`src/rtl/xld_pkg.sv`:
```
`default_nettype none
// ----------------------------------------------------------------------------
// xld_pkg: shared definitions for the x86 subset length decoder
// Opcode and prefix constants, pipeline stage records and byte helpers.
// ----------------------------------------------------------------------------
package xld_pkg;

   // Field widths
   localparam int HEAD_W   = 48;
   localparam int LENGTH_W = 4;
   localparam int OFFSET_W = 3;

   // Prefixes
   localparam logic [7:0] OPSIZE_PREFIX = 8'h66;
   localparam logic [7:0] REX_MASK      = 8'hF0;
   localparam logic [7:0] REX_BASE      = 8'h40;

   // Opcodes and opcode ranges
   localparam logic [7:0] PUSH_FIRST    = 8'h50;
   localparam logic [7:0] PUSH_LAST     = 8'h57;
   localparam logic [7:0] MOV_IMM_FIRST = 8'hB8;
   localparam logic [7:0] MOV_IMM_LAST  = 8'hBF;
   localparam logic [7:0] GRP1_IMM8     = 8'h83;
   localparam logic [7:0] GRP1_IMMV     = 8'h81;
   localparam logic [7:0] GRP1_BYTE     = 8'h80;
   localparam logic [7:0] ESCAPE_0F     = 8'h0F;
   localparam logic [7:0] MOVZX_B       = 8'hB6;
   localparam logic [7:0] MOVZX_W       = 8'hB7;

   // Plain ModRM forms
   localparam logic [7:0] OP_ADD_MR  = 8'h01;
   localparam logic [7:0] OP_ADD_RM  = 8'h03;
   localparam logic [7:0] OP_SUB_MR  = 8'h29;
   localparam logic [7:0] OP_SUB_RM  = 8'h2B;
   localparam logic [7:0] OP_XOR_MR  = 8'h31;
   localparam logic [7:0] OP_XOR_RM  = 8'h33;
   localparam logic [7:0] OP_CMP_MR  = 8'h39;
   localparam logic [7:0] OP_CMP_RM  = 8'h3B;
   localparam logic [7:0] OP_TEST_MR = 8'h85;
   localparam logic [7:0] OP_MOV_MR  = 8'h89;
   localparam logic [7:0] OP_MOV_RM  = 8'h8B;
   localparam logic [7:0] OP_LEA     = 8'h8D;

   // ModRM field codes
   localparam logic [1:0] MOD_INDIRECT = 2'd0;
   localparam logic [1:0] MOD_DISP8    = 2'd1;
   localparam logic [1:0] MOD_DISP32   = 2'd2;
   localparam logic [1:0] MOD_REGISTER = 2'd3;
   localparam logic [2:0] RM_SIB       = 3'd4;
   localparam logic [2:0] RM_DISP_ONLY = 3'd5;

   // After prefix decode
   typedef struct packed {
      logic [HEAD_W-1:0] head_bytes;
      logic [1:0]        head;
      logic              opsize;
      logic              rexw;
   } prefix_type;

   // After opcode decode
   typedef struct packed {
      logic                fixed_form;   // push or mov r,imm: length known
      logic                modrm_form;
      logic [LENGTH_W-1:0] fixed_len;
      logic [2:0]          modrm_at;     // byte index of ModRM
      logic [3:0]          imm;
      logic [7:0]          modrm;
      logic [2:0]          sib_base;
   } opcode_type;

   // Byte of the window at index idx; bytes past the window read as zero
   function automatic logic [7:0] byte_at(logic [HEAD_W-1:0] w, logic [2:0] idx);
      logic [7:0] b;
      case (idx)
         3'd0:    b = w[7:0];
         3'd1:    b = w[15:8];
         3'd2:    b = w[23:16];
         3'd3:    b = w[31:24];
         3'd4:    b = w[39:32];
         3'd5:    b = w[47:40];
         default: b = 8'h00;
      endcase
      return b;
   endfunction

endpackage
`default_nettype wire

```
`src/rtl/xld_if.sv`:
```
`default_nettype none
// ----------------------------------------------------------------------------
// xld_if: request and response channels of the length decoder
// Valid/ready streams; a transfer happens when valid and ready are both high.
// ----------------------------------------------------------------------------
interface xld_req_if;
   logic                           valid;
   logic                           ready;
   logic [xld_pkg::HEAD_W-1:0]     head_bytes;

   modport source (output valid, output head_bytes, input ready);
   modport sink   (input valid, input head_bytes, output ready);
endinterface

interface xld_rsp_if;
   logic                           valid;
   logic                           ready;
   logic [xld_pkg::LENGTH_W-1:0]   insn_length;
   logic [xld_pkg::OFFSET_W-1:0]   rip_disp_offset;

   modport source (output valid, output insn_length, output rip_disp_offset, input ready);
   modport sink   (input valid, input insn_length, input rip_disp_offset, output ready);
endinterface
`default_nettype wire

```
`src/rtl/x86_subset_length_decoder_core.sv`:
```
`default_nettype none
// ----------------------------------------------------------------------------
// x86_subset_length_decoder_core: x86-64 subset instruction length decoder
// Three-stage pipeline: prefix decode, opcode decode, ModRM span and result.
// ----------------------------------------------------------------------------
// Usage:
//   req_chan carries head_bytes, the first six bytes of one instruction
//   (byte 0 in bits 7:0). rsp_chan returns insn_length (0 = unsupported)
//   and rip_disp_offset (byte offset of a RIP-relative disp32, 0 = none).
//   Exactly one response per request, in request order.
// Pipeline and throughput:
//   A request accepted on req_chan passes the stage 1, stage 2 and stage 3
//   registers in that order before it is shown on rsp_chan.
//   One request per cycle is taken when the response side keeps up; the
//   figure is set by the three registered stages, each with its own valid.
// Stall:
//   Each stage holds while the stage after it is full and not taking data,
//   so a stalled rsp_chan backs up the pipe; empty stages still fill, so the
//   pipe holds up to three requests, the waiting response among them.
//   Nothing is lost or repeated.
// Reset:
//   Synchronous reset empties all stages; req_chan.ready is held low while
//   reset is high and rises as soon as reset drops. There is no other state.
// ----------------------------------------------------------------------------
module x86_subset_length_decoder_core (
   input  wire         clock,
   input  wire         reset,
   xld_req_if.sink     req_chan,
   xld_rsp_if.source   rsp_chan
);

   // Stage handshake
   logic s1_valid_ff, s2_valid_ff, s3_valid_ff;
   logic s1_ready, s2_ready, s3_ready;

   assign s3_ready = !s3_valid_ff || rsp_chan.ready;
   assign s2_ready = !s2_valid_ff || s3_ready;
   assign s1_ready = !s1_valid_ff || s2_ready;
   assign req_chan.ready = s1_ready && !reset;

   // ---------------- Stage 1: prefix decode ----------------
   xld_pkg::prefix_type s1_in, s1_ff;
   logic [7:0] rex_cand;
   logic       is_rex;

   always_comb begin
      s1_in.head_bytes = req_chan.head_bytes;
      s1_in.opsize     = (req_chan.head_bytes[7:0] == xld_pkg::OPSIZE_PREFIX);
      rex_cand         = s1_in.opsize ? req_chan.head_bytes[15:8]
                                      : req_chan.head_bytes[7:0];
      is_rex           = ((rex_cand & xld_pkg::REX_MASK) == xld_pkg::REX_BASE);
      s1_in.rexw       = is_rex && rex_cand[3];
      s1_in.head       = {1'b0, s1_in.opsize} + {1'b0, is_rex};
   end

   always_ff @(posedge clock) begin
      if (reset) begin
         s1_valid_ff <= 1'b0;
      end else if (s1_ready) begin
         s1_valid_ff <= req_chan.valid;
      end
      if (s1_ready && req_chan.valid) begin
         s1_ff <= s1_in;
      end
   end

   // ---------------- Stage 2: opcode decode ----------------
   xld_pkg::opcode_type s2_in, s2_ff;
   logic [7:0] op_byte, esc_byte;
   logic [1:0] opc;
   logic [3:0] movimm_imm;

   always_comb begin
      op_byte  = xld_pkg::byte_at(s1_ff.head_bytes, {1'b0, s1_ff.head});
      esc_byte = xld_pkg::byte_at(s1_ff.head_bytes, {1'b0, s1_ff.head} + 3'd1);
      opc      = 2'd1;
      movimm_imm = s1_ff.rexw ? 4'd8 : (s1_ff.opsize ? 4'd2 : 4'd4);

      s2_in.fixed_form = 1'b0;
      s2_in.modrm_form = 1'b0;
      s2_in.fixed_len  = '0;
      s2_in.imm        = '0;

      if (op_byte >= xld_pkg::PUSH_FIRST && op_byte <= xld_pkg::PUSH_LAST) begin
         s2_in.fixed_form = 1'b1;
         s2_in.fixed_len  = {2'b00, s1_ff.head} + 4'd1;
      end else if (op_byte >= xld_pkg::MOV_IMM_FIRST && op_byte <= xld_pkg::MOV_IMM_LAST) begin
         s2_in.fixed_form = 1'b1;
         s2_in.fixed_len  = {2'b00, s1_ff.head} + 4'd1 + movimm_imm;
      end else begin
         case (op_byte)
            xld_pkg::OP_ADD_MR, xld_pkg::OP_ADD_RM,
            xld_pkg::OP_SUB_MR, xld_pkg::OP_SUB_RM,
            xld_pkg::OP_XOR_MR, xld_pkg::OP_XOR_RM,
            xld_pkg::OP_CMP_MR, xld_pkg::OP_CMP_RM,
            xld_pkg::OP_TEST_MR, xld_pkg::OP_MOV_MR,
            xld_pkg::OP_MOV_RM, xld_pkg::OP_LEA: begin
               s2_in.modrm_form = 1'b1;
            end
            xld_pkg::GRP1_IMM8, xld_pkg::GRP1_BYTE: begin
               s2_in.modrm_form = 1'b1;
               s2_in.imm        = 4'd1;
            end
            xld_pkg::GRP1_IMMV: begin
               s2_in.modrm_form = 1'b1;
               s2_in.imm        = (s1_ff.opsize && !s1_ff.rexw) ? 4'd2 : 4'd4;
            end
            xld_pkg::ESCAPE_0F: begin
               if (esc_byte == xld_pkg::MOVZX_B || esc_byte == xld_pkg::MOVZX_W) begin
                  s2_in.modrm_form = 1'b1;
                  opc              = 2'd2;
               end
            end
            default: begin
            end
         endcase
      end

      // ModRM and SIB bytes for the last stage
      s2_in.modrm_at = {1'b0, s1_ff.head} + {1'b0, opc};
      s2_in.modrm    = xld_pkg::byte_at(s1_ff.head_bytes, s2_in.modrm_at);
      s2_in.sib_base = 3'(xld_pkg::byte_at(s1_ff.head_bytes, s2_in.modrm_at + 3'd1));
   end

   always_ff @(posedge clock) begin
      if (reset) begin
         s2_valid_ff <= 1'b0;
      end else if (s2_ready) begin
         s2_valid_ff <= s1_valid_ff;
      end
      if (s2_ready && s1_valid_ff) begin
         s2_ff <= s2_in;
      end
   end

   // ---------------- Stage 3: ModRM span and result ----------------
   logic [1:0] mod_f;
   logic [2:0] rm_f;
   logic [2:0] span;
   logic       refused, riprel;
   logic [xld_pkg::LENGTH_W-1:0] length_in, length_ff;
   logic [xld_pkg::OFFSET_W-1:0] offset_in, offset_ff;

   always_comb begin
      mod_f   = s2_ff.modrm[7:6];
      rm_f    = s2_ff.modrm[2:0];
      refused = 1'b0;
      riprel  = 1'b0;
      span    = 3'd1;
      if (mod_f != xld_pkg::MOD_REGISTER) begin
         if (rm_f == xld_pkg::RM_SIB) begin
            span = 3'd2;
            // SIB with no base register
            refused = (mod_f == xld_pkg::MOD_INDIRECT) &&
                      (s2_ff.sib_base == xld_pkg::RM_DISP_ONLY);
         end else if (mod_f == xld_pkg::MOD_INDIRECT && rm_f == xld_pkg::RM_DISP_ONLY) begin
            riprel = 1'b1;
            span   = 3'd5;
         end
         if (!riprel) begin
            if (mod_f == xld_pkg::MOD_DISP8) begin
               span = span + 3'd1;
            end else if (mod_f == xld_pkg::MOD_DISP32) begin
               span = span + 3'd4;
            end
         end
      end

      length_in = '0;
      offset_in = '0;
      if (s2_ff.fixed_form) begin
         length_in = s2_ff.fixed_len;
      end else if (s2_ff.modrm_form && !refused) begin
         length_in = {1'b0, s2_ff.modrm_at} + {1'b0, span} + s2_ff.imm;
         if (riprel) begin
            offset_in = s2_ff.modrm_at + 3'd1;
         end
      end
   end

   always_ff @(posedge clock) begin
      if (reset) begin
         s3_valid_ff <= 1'b0;
      end else if (s3_ready) begin
         s3_valid_ff <= s2_valid_ff;
      end
      if (s3_ready && s2_valid_ff) begin
         length_ff <= length_in;
         offset_ff <= offset_in;
      end
   end

   assign rsp_chan.valid           = s3_valid_ff;
   assign rsp_chan.insn_length     = length_ff;
   assign rsp_chan.rip_disp_offset = offset_ff;

endmodule
`default_nettype wire

```
`src/flat_wrapper.sv`:
```
// flat-port wrapper written by rule: the top's interface ports become plain ports
module x86_subset_length_decoder_core_flat 
  (clock, reset, req_chan_valid, req_chan_head_bytes, req_chan_ready, rsp_chan_valid, rsp_chan_insn_length, rsp_chan_rip_disp_offset, rsp_chan_ready);
  xld_req_if req_chan_i ();
  xld_rsp_if rsp_chan_i ();
  input  wire clock;
  input  wire reset;
  input wire logic [$bits(req_chan_i.valid)-1:0] req_chan_valid;
  input wire logic [$bits(req_chan_i.head_bytes)-1:0] req_chan_head_bytes;
  output wire logic [$bits(req_chan_i.ready)-1:0] req_chan_ready;
  output wire logic [$bits(rsp_chan_i.valid)-1:0] rsp_chan_valid;
  output wire logic [$bits(rsp_chan_i.insn_length)-1:0] rsp_chan_insn_length;
  output wire logic [$bits(rsp_chan_i.rip_disp_offset)-1:0] rsp_chan_rip_disp_offset;
  input wire logic [$bits(rsp_chan_i.ready)-1:0] rsp_chan_ready;
  assign req_chan_i.valid = req_chan_valid;
  assign req_chan_i.head_bytes = req_chan_head_bytes;
  assign req_chan_ready = req_chan_i.ready;
  assign rsp_chan_valid = rsp_chan_i.valid;
  assign rsp_chan_insn_length = rsp_chan_i.insn_length;
  assign rsp_chan_rip_disp_offset = rsp_chan_i.rip_disp_offset;
  assign rsp_chan_i.ready = rsp_chan_ready;
  x86_subset_length_decoder_core u_core (.clock(clock), .reset(reset), .req_chan(req_chan_i), .rsp_chan(rsp_chan_i));
endmodule
```
`config.mk`:
```
export PLATFORM = sky130hd
export DESIGN_NAME = x86_subset_length_decoder_core_flat
export DESIGN_NICKNAME = d
export VERILOG_FILES = /design/src/rtl/xld_pkg.sv /design/src/rtl/xld_if.sv /design/src/rtl/x86_subset_length_decoder_core.sv /design/src/flat_wrapper.sv
export SDC_FILE = /design/constraint.sdc
export NUM_CORES = 1
export LEC_CHECK = 0
export ABC_AREA = 1
export BUFFER_PORTS_ARGS = -buffer_cell sky130_fd_sc_hd__buf_2
export CAP_MARGIN = 20
export CORE_ASPECT_RATIO = 1.5
export CORE_MARGIN = 8
export CORE_UTILIZATION = 53
export CTS_BUF_LIST = sky130_fd_sc_hd__clkbuf_4
export CTS_CLUSTER_SIZE = 12
export DETAILED_ROUTE_END_ITERATION = 10
export PLACE_DENSITY = 0.77
export SETUP_SLACK_MARGIN = 0.02
export SYNTH_ARGS = -nofsm -noshare
export SYNTH_HDL_FRONTEND = slang
export SYNTH_SLANG_ARGS = --single-unit
```
`constraint.sdc`:
```
create_clock -name clock -period 5.07 [get_ports clock]
set_input_delay 1.014 -clock clock [delete_from_list [all_inputs] [get_ports clock]]
set_output_delay 1.014 -clock clock [all_outputs]
set_load 0.01 [all_outputs]
```
==> flow_summary.toml <==
[setup_path]
cpLargestDelayFamily = "adder cells"
crit_cells = 21
crit_buf_inv = 3
crit_start = "u_core.s1_ff[2]"
cpPeakStageDelay_ps = 830
worstPathArrival_ps = 4640
crit_chain = "ha_1, nand2_1, nand2_1, nor2_1, nor2_2, nand2_1, nor2_1, nand2_1, nor2_2, inv_1, ha_1, inv_1, fa_1, nor2_1, ha_1, inv_1, nor2_1, nand2_1, nand2_1, a221oi_1, nand3_1"
crit_top_cell = "nand2_1"
cp_slowest_cell = "ha_1"
criticalPathCategory = "reg2reg"
crit_required_ps = 5240
critical_path_peak_fanout = 27
reg2reg_slack_ps = 600
start_kind = "register"
reg2reg_depth = 21
worstSetupEndpoint = "u_core.s2_ff[1]"
r2r-end = "u_core.s2_ff[1]"
timing.rr.start = "u_core.s1_ff[2]"
cp-end-kind = "register"

[run_status]
outcome = "finished, final reports clean"

[grt]
grt_max_degree = 53
overflow = 0
antenna_found_initial = 1
first_global_vias = 3432
grt_pass1_wl_mm = 15.9
grt_use_total_pct = 17.5

[final_layout]
area_growth_pct = 13.1
nNetsFinal = 602
drive_gt1_share_pct = 21.5
n_fill_cell = 750
final_util_pct = 61.0
fin_cells = 644

[pwr]
vdd_ir_drop_max_mv = 0.288
pwr_density_cell_nw_per_um2 = 292
cellLeakagePower_nw = 2.25

[synthesis]
synth_area_um2 = 4480
ys_warn_count = 0
synth-seq-cells = 82
synth_cell_types = 38
synth-seq-area-share_pct = 54.3
synthCells = 467
synth.area.top_cells = "edfxtp_1 53%, nand2_1 13%, nor2_1 4.1%"
yosysTopAreaCellShare_pct = 53.0
syn-num-nets = 538
yosys.area.top_type = "edfxtp_1"
syn_avg_cell_area_um2 = 9.59

[detailed_routing]
vias = 3455
viasPerCell = 5.36
routedWlPerCell_um = 15.1
dr.pass1.iters = 6
drc = 0
antenna_left = 0
routed_wl_mm = 9.73
drtIter0Drc = 322

[clock_tree]
insertion_delay_ps = 430
cts_tree = "done"
clkTransAtPathRegs_ps = 120
clockBufferDepth = 2
cts-root-buf = "clkbuf_4"
cts.sinks = 82
cts_max_level = 3
cts_resized = 0
post_cts_buffers = 0
ctsHoldBuffers = 0
numCtsBuffers = 9

[timing]
final_critical_path_setup_slack_ps = 600
fin_crit_sh_pct = 88.2
finalSetupViolations = 0
min_period_ps = 4470
skew_ps = 21.2
slew_viol_final = 0
max_freq_mhz = 224
hold_violations = 0
hold_ws_ps = 485
worst_pin_slew_ps = 964
fin_tns_setup_ps = 0
relSlewSlack_pct = 35.7
grt_setup_unrepaired = "false"

[floorplanning]
initial_utilization_pct = 53.9
io-pin-count = 61
rows = 41
core_area_um2 = 8310
dieHeight_um = 129
fp.dieArea_um2 = 11700
die_w_um = 91.1

[placement]
placed_cells = 626
routabilityCongestion = 0.965
io_buffers = 60
pre_cts_ws_ps = 642
dp_hpwl_mm = 7.57

[hold_path]
hold_path.class = "reg2reg"

[run]
max-cap-violations = 0
-- cells by family (layout without fill, tap and decap cells) --
| family | count (synthesis) | count (layout) | share of synthesized area (%) |
|---|---|---|---|
| simple gates | 265 | 265 | 26.3 |
| compound gates | 42 | 42 | 6.84 |
| buf+inv | 55 | 124 | 5.59 |
| mux | 1 | 1 | 0.251 |
| xor+xnor | 3 | 3 | 0.587 |
| other cells | 0 | 1 | 0 |
| fa+ha+maj | 19 | 19 | 6.15 |
| flops | 82 | 82 | 54.3 |
-- registers in the layout (all words and copies together), names as in the netlist --
name and count:
u_core.rsp_chan.rip_disp_offset 3, u_core.s2_valid_ff 1, u_core.s2_ff 15, u_core.s1_ff 52, u_core.rm_f 3, u_core.rsp_chan.insn_length 4, u_core.rsp_chan.valid 1, u_core.mod_f 2
u_core.s1_valid_ff 1
-- cell type report --
cell class | count | area (µm²) | area share [%]
inverters | 47 | 176 | 3.48
repair buffers | 61 | 320 | 6.32
clock buffers | 10 | 75.1 | 1.48
multi-input cells | 330 | 1800 | 35.5
diodes | 1 | 2.50 | 0.0494
clock inverters | 6 | 129 | 2.54
flip-flops and latches | 82 | 2430 | 48.0
well taps | 107 | 134 | 2.64
-- tightest hold or removal path: cells and delay by family, from the launching register on --
| kind | cells | cell delay, ps |
|---|---|---|
| flops | 1 | 320 |
| buf+inv | 1 | 70 |
| compound gates | 1 | 60 |
-- metrics by stage --
stage | area, µm² | total power [mW]
final | 5070 | 1.48
after global routing | 5070 | 1.53
after CTS | 5040 | 1.49
after detailed placement | 4840 | 0.977
after global placement | 4840 | 0.970
after floorplan | 4480 | 0.920
-- report_power, final --
group	total [mW]	switching [mW]	internal, mW
logic	0.158	0.0968	0.0617
clock network	0.514	0.211	0.303
registers	0.805	0.0253	0.780
total	1.48	0.333	1.14
-- cell usage after synthesis, drive strengths merged --
| cell | number |
|---|---|
| a211oi | 2 |
| a21oi | 7 |
| a221oi | 3 |
| a22oi | 11 |
| and3 | 1 |
| buf | 7 |
| clkbuf | 1 |
| dfxtp | 3 |
| edfxtp | 79 |
| fa | 5 |
| ha | 14 |
| inv | 47 |
| mux2 | 1 |
| nand2 | 161 |
| nand3 | 21 |
| nand4 | 9 |
| nor2 | 65 |
| nor3 | 5 |
| nor4 | 1 |
| o21ai | 9 |
| o21bai | 7 |
| o31ai | 3 |
| or2 | 2 |
| xnor2 | 2 |
| xor2 | 1 |
-- layer usage --
layer  part of all wire [%]  wire length [µm]  vias to the layer above  global-route usage [%]
met4                    3.9               379                        0                    11.0
met2                     55              5330                      134                    31.7
met5                      0                 0                        -                       0
met1                     35              3410                     1602                    17.1
met3                    6.3               611                       32                    4.95
li1                       -                 -                     1687                       -
-- cell usage in the layout (no fill, tap or decap), types with 2 or more instances in the layout --
| master | netlist | layout |
|---|---|---|
| inv_1 | 46 | 45 |
| o21ai_0 | 8 | 8 |
| clkbuf_4 | 0 | 10 |
| o21bai_2 | 5 | 5 |
| xnor2_1 | 2 | 2 |
| o21bai_1 | 2 | 2 |
| nor2_4 | 5 | 5 |
| a221oi_1 | 3 | 3 |
| nor2_2 | 11 | 11 |
| edfxtp_1 | 79 | 79 |
| fa_1 | 5 | 5 |
| ha_1 | 14 | 14 |
| nor3_1 | 4 | 4 |
| nor2_1 | 49 | 49 |
| dfxtp_1 | 3 | 3 |
| nand2_2 | 7 | 7 |
| buf_2 | 1 | 60 |
| o31ai_1 | 3 | 3 |
| nand2_4 | 4 | 4 |
| nand2_1 | 150 | 150 |
| a22oi_1 | 11 | 11 |
| nand4_1 | 9 | 9 |
| a21oi_1 | 7 | 7 |
| inv_2 | 1 | 2 |
| nand3_1 | 21 | 21 |
| bufinv_16 | 0 | 4 |
-- worst min-delay path by stage --
| stage | from | endpoint | slack (ps) | cells after the start |
|---|---|---|---|---|
| after floorplan | u_core.s2_valid_ff | u_core.rsp_chan.valid | 450 | 2 |
| after global placement | u_core.s2_valid_ff | u_core.rsp_chan.valid | 460 | 2 |
| after detailed placement | u_core.s2_valid_ff | u_core.rsp_chan.valid | 470 | 2 |
| after CTS | u_core.s2_valid_ff | u_core.rsp_chan.valid | 490 | 2 |
| after global routing | u_core.s2_valid_ff | u_core.rsp_chan.valid | 510 | 2 |
| final | u_core.s2_valid_ff | u_core.rsp_chan.valid | 480 | 2 |
Note: power is estimated with default switching activity, not from simulation.
